File: src/rtl/key_velocity_tracker_defines.svh
// Assertion macros shared by the key velocity tracker modules.
`ifndef KEY_VELOCITY_TRACKER_DEFINES_SVH
`define KEY_VELOCITY_TRACKER_DEFINES_SVH

// Check that cons holds in the same cycle whenever ante holds.
`define KVT_ASSERT_IMPL(lbl, ante, cons, msg) \
  lbl: assert property (@(posedge clk_i) disable iff (!rst_ni) (ante) |-> (cons)) \
    else $error(msg);

// Check that cons holds in the cycle after ante holds.
`define KVT_ASSERT_NEXT(lbl, ante, cons, msg) \
  lbl: assert property (@(posedge clk_i) disable iff (!rst_ni) (ante) |=> (cons)) \
    else $error(msg);

`endif

File: src/rtl/kvt_pkg.sv
// Types, constants and register codes of the key velocity tracker.
`timescale 1ns / 1ps
package kvt_pkg;

  localparam int KEY_COUNT = 128;
  localparam int IDX_W     = (KEY_COUNT > 1) ? $clog2(KEY_COUNT) : 1;

  localparam int KEY_W   = 7;
  localparam int LEVEL_W = 16;
  localparam int STAMP_W = 32;
  localparam int VEL_W   = 7;
  localparam int NOTE_W  = 7;
  localparam int DATA_W  = 16;
  localparam int ADDR_W  = 2;

  // Divider sizes: numerator is dv * 100, divisor is dt shifted to the top quotient bit
  localparam int NUM_W = LEVEL_W + 7;
  localparam int DEN_W = STAMP_W + VEL_W;
  localparam int CNT_W = 3;
  localparam logic [CNT_W-1:0] DIV_LAST = CNT_W'(VEL_W);

  localparam int QUEUE_DEPTH = 2;
  localparam int QPTR_W      = (QUEUE_DEPTH > 1) ? $clog2(QUEUE_DEPTH) : 1;
  localparam int QCNT_W      = $clog2(QUEUE_DEPTH + 1);

  // Configuration register indexes
  localparam logic [ADDR_W-1:0] REG_TH_LOW     = 2'd0;
  localparam logic [ADDR_W-1:0] REG_TH_HIGH    = 2'd1;
  localparam logic [ADDR_W-1:0] REG_TH_RELEASE = 2'd2;
  localparam logic [ADDR_W-1:0] REG_BASE_NOTE  = 2'd3;

  localparam logic [LEVEL_W-1:0] TH_LOW_RESET     = 16'd1000;
  localparam logic [LEVEL_W-1:0] TH_HIGH_RESET    = 16'd3000;
  localparam logic [LEVEL_W-1:0] TH_RELEASE_RESET = 16'd800;
  localparam logic [NOTE_W-1:0]  BASE_NOTE_RESET  = 7'd0;

  // Key modes; code 3 never arises and acts as idle
  localparam logic [1:0] MODE_IDLE     = 2'd0;
  localparam logic [1:0] MODE_TRACKING = 2'd1;
  localparam logic [1:0] MODE_HELD     = 2'd2;

  // Event kinds
  localparam logic EV_NOTE_ON  = 1'b0;
  localparam logic EV_NOTE_OFF = 1'b1;

  localparam logic [VEL_W-1:0] VEL_SCALE   = 7'd100;
  localparam logic [VEL_W-1:0] VEL_MIN     = 7'd1;
  localparam logic [VEL_W-1:0] VEL_MAX     = 7'd127;
  localparam logic [VEL_W-1:0] VEL_DEFAULT = 7'd64;

  typedef struct packed {
    logic [LEVEL_W-1:0] th_low;
    logic [LEVEL_W-1:0] th_high;
    logic [LEVEL_W-1:0] th_release;
    logic [NOTE_W-1:0]  base_note;
  } kvt_cfg_t;

  typedef struct packed {
    logic [KEY_W-1:0]   key;
    logic [LEVEL_W-1:0] level;
    logic [STAMP_W-1:0] stamp;
  } kvt_item_t;

  // Per-key record held in the key RAM
  typedef struct packed {
    logic [1:0]         mode;
    logic [LEVEL_W-1:0] level;
    logic [STAMP_W-1:0] stamp;
    logic [VEL_W-1:0]   vel;
    logic               snd;
  } kvt_rec_t;

  localparam int REC_W = $bits(kvt_rec_t);

endpackage

File: src/rtl/kvt_front.sv
// Front end: accepts sample words, drops out-of-range keys, queues the rest.
`timescale 1ns / 1ps
`include "key_velocity_tracker_defines.svh"
module kvt_front (
  input  logic                      clk_i,
  input  logic                      rst_ni,
  input  logic                      in_valid_i,
  output logic                      in_stall_o,
  input  logic [kvt_pkg::KEY_W-1:0]   key_number_i,
  input  logic [kvt_pkg::LEVEL_W-1:0] sample_value_i,
  input  logic [kvt_pkg::STAMP_W-1:0] time_us_i,
  output logic                      item_valid_o,
  output kvt_pkg::kvt_item_t        item_o,
  input  logic                      pop_i
);
  import kvt_pkg::*;

  kvt_item_t         slot_q [QUEUE_DEPTH];
  logic [QPTR_W-1:0] wptr_q, wptr_d;
  logic [QPTR_W-1:0] rptr_q, rptr_d;
  logic [QCNT_W-1:0] count_q, count_d;
  logic              accept;
  logic              push;

  // Classify: keys beyond the key count are taken and dropped
  assign in_stall_o = (count_q == QCNT_W'(QUEUE_DEPTH));
  assign accept     = in_valid_i && !in_stall_o;
  assign push       = accept && (int'(key_number_i) < KEY_COUNT);

  // Advance pointers and fill count
  always_comb begin
    wptr_d  = wptr_q;
    rptr_d  = rptr_q;
    count_d = count_q;
    if (push) begin
      wptr_d = (wptr_q == QPTR_W'(QUEUE_DEPTH - 1)) ? '0 : wptr_q + 1'b1;
    end
    if (pop_i) begin
      rptr_d = (rptr_q == QPTR_W'(QUEUE_DEPTH - 1)) ? '0 : rptr_q + 1'b1;
    end
    if (push && !pop_i) begin
      count_d = count_q + 1'b1;
    end else if (!push && pop_i) begin
      count_d = count_q - 1'b1;
    end
  end

  always_ff @(posedge clk_i or negedge rst_ni) begin
    if (!rst_ni) begin
      wptr_q  <= '0;
      rptr_q  <= '0;
      count_q <= '0;
    end else begin
      wptr_q  <= wptr_d;
      rptr_q  <= rptr_d;
      count_q <= count_d;
    end
  end

  // Store the queued word
  always_ff @(posedge clk_i) begin
    if (push) begin
      slot_q[wptr_q] <= '{key: key_number_i, level: sample_value_i, stamp: time_us_i};
    end
  end

  assign item_valid_o = (count_q != '0);
  assign item_o       = slot_q[rptr_q];

  `KVT_ASSERT_IMPL(a_pop_nonempty, pop_i, count_q != '0, "kvt_front: pop from empty queue")

endmodule

File: config.mk
export PLATFORM = sky130hd
export DESIGN_NAME = kvt_front
export DESIGN_NICKNAME = d
export VERILOG_FILES = /design/src/rtl/kvt_pkg.sv /design/src/rtl/kvt_front.sv
export VERILOG_INCLUDE_DIRS = /design/src /design/src/rtl
export SDC_FILE = /design/constraint.sdc
export NUM_CORES = 1
export LEC_CHECK = 0
export ABC_AREA = 1
export BUFFER_PORTS_ARGS = -buffer_cell sky130_fd_sc_hd__buf_2
export CAP_MARGIN = 40
export CORE_MARGIN = 8
export CORE_UTILIZATION = 52
export DETAILED_ROUTE_END_ITERATION = 10
export PLACE_DENSITY = 0.89
export SETUP_SLACK_MARGIN = 0.5
export SYNTH_ARGS = -nofsm -noshare
export SYNTH_HDL_FRONTEND = slang
export SYNTH_SLANG_ARGS = --single-unit
File: constraint.sdc
create_clock -name clk_i -period 4.7 [get_ports clk_i]
set_input_delay 0.235 -clock clk_i [delete_from_list [all_inputs] [get_ports clk_i]]
set_output_delay 0.235 -clock clk_i [all_outputs]
set_load 0.005 [all_outputs]
After elaboration in Yosys (flattened, before gate mapping)
Memories as Yosys holds them, arrays and structs flattened.
Index checks and enable logic that the tools add are counted.
{"block": "totals", "wordCells": 23, "in_bits": 59, "register_bits": 4, "memories": 1, "mem_bits_rw": 110, "out_inout_bits": 57}
{"block": "classes", "muxes": 6, "n_reduce_logical": 8, "eq_ne": 1, "add_sub_neg": 4}
{"memory": "slot_q", "words": 2, "width": 55, "read_ports": 1, "rd_ports_with_merged_regs": 0, "wr": 1, "line": "kvt_front.sv:18", "source": "kvt_item_t slot_q [QUEUE_DEPTH];"}
{"op": "2-to-1 mux 1 bit", "n": 4}
{"op": "2-to-1 mux 2 bit", "n": 2}
{"op": "nonzero test 2 bit", "n": 2}
{"op": "logical AND 1 bit", "n": 3}
{"op": "zero test 1 bit", "n": 3}
{"op": "adder 1 bit (second input constant)", "n": 2}
{"op": "adder 2 x 1 -> 2 bit (second input constant)", "n": 1}
{"op": "equality test 2 bit (second input constant)", "n": 1}
{"op": "subtractor 2 x 1 -> 2 bit (second input constant)", "n": 1}

Longest topological paths before layout
{"block": "logic_depth", "depth_word": 7, "depth_mapped": 9, "ltp_nobuf": 9}

Worst setup path before layout
No wires, ideal clock.
{"block": "synth_path", "kind": "reg-to-reg", "start": "reg count_q[1]", "end": "mem slot_q[1][0] (netlist name), enable pin", "synth_period_minus_slack_ns": 3.330, "path_slack_ns": 1.370, "arrival_time_ns": 2.862, "path_stages_with_launch": 4, "cell_sequence": "dfrtp_1 -> inv_1 -> o21ai_0 -> nor2_1"}
{"block": "synth_via", "elab_chain_cells": 5}
{"item": "from (decl)", "line": "kvt_front.sv:21", "source": "logic [QCNT_W-1:0] count_q, count_d;"}
{"item": "from (signal assigned)", "line": "kvt_front.sv:56", "source": "count_q <= count_d;"}
{"item": "equality test 2 bit", "line": "kvt_front.sv:26", "source": "assign in_stall_o = (count_q == QCNT_W'(QUEUE_DEPTH));"}
{"item": "zero test 1 bit", "line": "kvt_front.sv:27", "source": "assign accept = in_valid_i && !in_stall_o;"}
{"item": "logical AND 1 bit", "line": "kvt_front.sv:27"}
{"item": "2-to-1 mux 1 bit", "line": "kvt_front.sv:62", "source": "if (push) begin"}
{"item": "2-to-1 mux 1 bit (not written as such)", "line": "kvt_front.sv:63", "source": "slot_q[wptr_q] <= '{key: key_number_i, level: sample_value_i, stamp: time_us_i};"}
{"item": "to (decl)", "line": "kvt_front.sv:18"}
No other way between the ends.

==> results.cfg <==
[global_routing]
grt_pass1_wl_um = 13920
grt_usage_pct = 16.18
grt_pass1_vias = 2700
gr-total-overflow = 0
antenna_found_initial = 0
grt_max_degree = 56

[synthesis]
ys_async_sr_fraction_pct = 3.509
post-synth-top-count-cell = edfxtp_1
ys_ff_latch = 114
ys.flop_type = edfxtp_1
synthCells = 200
synthDistinctLibCells = 15
synthTopCellsByArea = edfxtp_1 76%, mux2_4 14%, mux2_2 3.9%, dfrtp_1 2.3%, buf_6 1.3%
ys_seq_area_share_pct = 78.21
synth_nets = 260
yosysWarnings = 0
synth_top_area_share_pct = 75.91
syn-cell-area_um2 = 4352
synth_area_leader_cell = edfxtp_1
syn_avg_cell_area_um2 = 21.76
synthTopCellsByCount = 110 x edfxtp_1, 40 x mux2_4, 15 x mux2_2
synth-edff-count = 110

[layout]
drive_above_1_share_pct = 50.50
regArea_um2 = 3407
multiInputGateArea_um2 = 864.6
area_delta_synth_final_pct = 42.96
nets = 448
fill_cells = 483
antenna_cells = 0
final_area_um2 = 6221
instances_no_fill = 505
final_util_pct = 76.09

[pwr]
p_seq_share_pct = 39.4
p_int_mw = 2.804
leakage_nw = 2.541
clkPwrFrac_pct = 33.5
combPwrFrac_pct = 27.1
switching_share_pct = 25.49
power_density_nw_per_um2 = 604.8
ir_drop_mv = 0.4083
power_mw = 3.763
switching_power_uw = 959.0

[route]
avgRoutedWirePerCell_um = 17.86
dr.pass1.iters = 4
wl_um = 9017
viasPerCell = 4.844
drt-initial-drc-count = 103
ant_nets = 0
vias = 2446
route.detailed.drc = 0

[timing]
skew_ns = 0.007507
final_max_slew_viol_count = 0
rsz0062_at_grt = false
slew_headroom_pct = 50.07
setup_viol = 0
worst_slew_pin_slew_ns = 0.7490
finalHoldViolations = 0
fin_crit_ns = 2.158
fin_crit_sh_pct = 45.92
timing.setup.tns_ns = 0
max_freq_mhz = 463.3

[clock_tree]
cts_tree = yes
postCtsSetupBuffers = 0
clockRootBuffer = clkbuf_8
h-tree-depth = 4
clock_path_buffers = 2
clock_latency_ns = 0.50
path_clk_slew_ns = 0.05
numCtsBuffers = 17
clock-sinks = 114

[critical_path]
crit_path_end_kind = output pin
regToRegStartpoint = count_q[1]
cp.required_ns = 4.47
worstPathArrival_ns = 1.92
worstSetupPathType = flop to output pin
crit_path_start_kind = flop
cp-startpoint = rptr_q
path_max_fanout = 45

[run]
maxCapViolCount = 0

[placed_design]
gp_congestion = 0.6581
placedCellCount = 417
postPlaceCellArea_um2 = 5064
portBuffers = 115
hpwl_um = 5273

[floorplanning]
die-height_um = 107.5
rows = 33
coreArea_um2 = 8175
pin_count = 116
die_area_um2 = 11550
die_w_um = 107.5
initial_core_util_pct = 53.23

[status]
status = finished, final reports clean

[hold_path]
hp-class = input port to asynchronous set/reset pin
==> registers in the layout, indices dropped and copies added (netlist names) <==
name / count
slot_q: 110
count_q: 2
rptr_q: 1
wptr_q: 1
==> final timing paths <==
check                                endpoint  slack, ns  cells after the start
worst max-delay path               item_o[40]       2.54                      3
worst min-delay path               count_q[0]       0.06                      2
worst max register to register  slot_q[0][34]       2.79                      6
worst min register to register     count_q[1]       0.50                      2
max in group asynchronous              rptr_q       4.50                      2
min in group clk_i                     wptr_q       0.16                      5
==> what timing repair did <==
| action | CTS | global route |
|---|---|---|
| gates resized for setup | 0 | 0 |
| endpoints found under the hold margin | 115 | 0 |
| hold buffers | 57 | 0 |
==> logic make-up (layout without fill, tap and decap cells) <==
group / after synthesis / count (layout) / share of synthesized area [%]
simple gates: 13 / 13 / 1.208
fa+ha+maj: 1 / 1 / 0.2875
compound gates: 1 / 1 / 0.1149
flops: 114 / 114 / 78.21
buf+inv: 14 / 214 / 2.099
mux: 55 / 55 / 17.68
xor+xnor: 2 / 2 / 0.4026
==> layout make-up <==
type / instances / area share (%)
flip-flops and latches: 114 / 54.77
repair buffers: 175 / 19.31
multi-input cells: 72 / 13.90
clock buffers: 19 / 6.778
clock inverters: 12 / 2.655
well taps: 105 / 2.112
inverters: 8 / 0.4827
==> metrics by stage <==
step / hold WS, ns / setup slack, ns
2_1_floorplan: -0.06059 / 1.370
3_3_place_gp: 0.04503 / 2.717
3_5_place_dp: 0.05093 / 2.805
4_1_cts: 0.04031 / 2.513
5_1_grt: 0.05249 / 2.473
6_report: 0.06035 / 2.542
==> critical path, cell delays in order (launching register included) <==
cell and delay (ns):
dfrtp_4 0.56, buf_16 0.32, mux2_2 0.38, buf_2 0.13
==> placed cells by master, fill, tap and decap left out <==
cell,synthesis,final
buf_2,1,115
edfxtp_1,110,110
dlygate4sd3_1,0,57
mux2_4,40,40
clkbuf_16,0,16
mux2_2,15,15
nand2_1,8,8
inv_1,8,7
bufinv_16,0,4
clkinv_1,0,3
dfrtp_1,4,3
nor2_1,3,2
clkinvlp_4,0,2
clkbuf_1,0,2
clkinv_2,0,2
o21ai_0,1,1
nor2_4,0,1
inv_2,0,1
xnor2_1,1,1
xor2_1,1,1
nand3_1,1,1
nand4_1,1,1
ha_1,1,1
clkbuf_8,0,1
clkinv_4,0,1
buf_12,0,1
buf_16,0,1
buf_4,0,1
dfrtp_4,0,1
==> power by group through the flow <==
stage / logic (mW) / registers, mW / clock network, mW
6_report: 1.02 / 1.48 / 1.26
3_5_place_dp: 0.994 / 1.50 / 0
4_1_cts: 1.04 / 1.48 / 1.27
3_3_place_gp: 0.849 / 1.58 / 0
2_1_floorplan: 0.668 / 1.46 / 0
5_1_grt: 1.10 / 1.50 / 1.33
==> routing by layer <==
| metal | part of all wire [%] | up-vias | track usage [%] |
|---|---|---|---|
| met5 | 0 | - | 0 |
| met4 | 1.1 | 0 | 8.028 |
| met3 | 7.0 | 9 | 6.228 |
| met2 | 56 | 100 | 28.99 |
| met1 | 36 | 1186 | 15.90 |
| li1 | - | 1151 | - |
No activity file was read; power rests on OpenSTA's default activity.
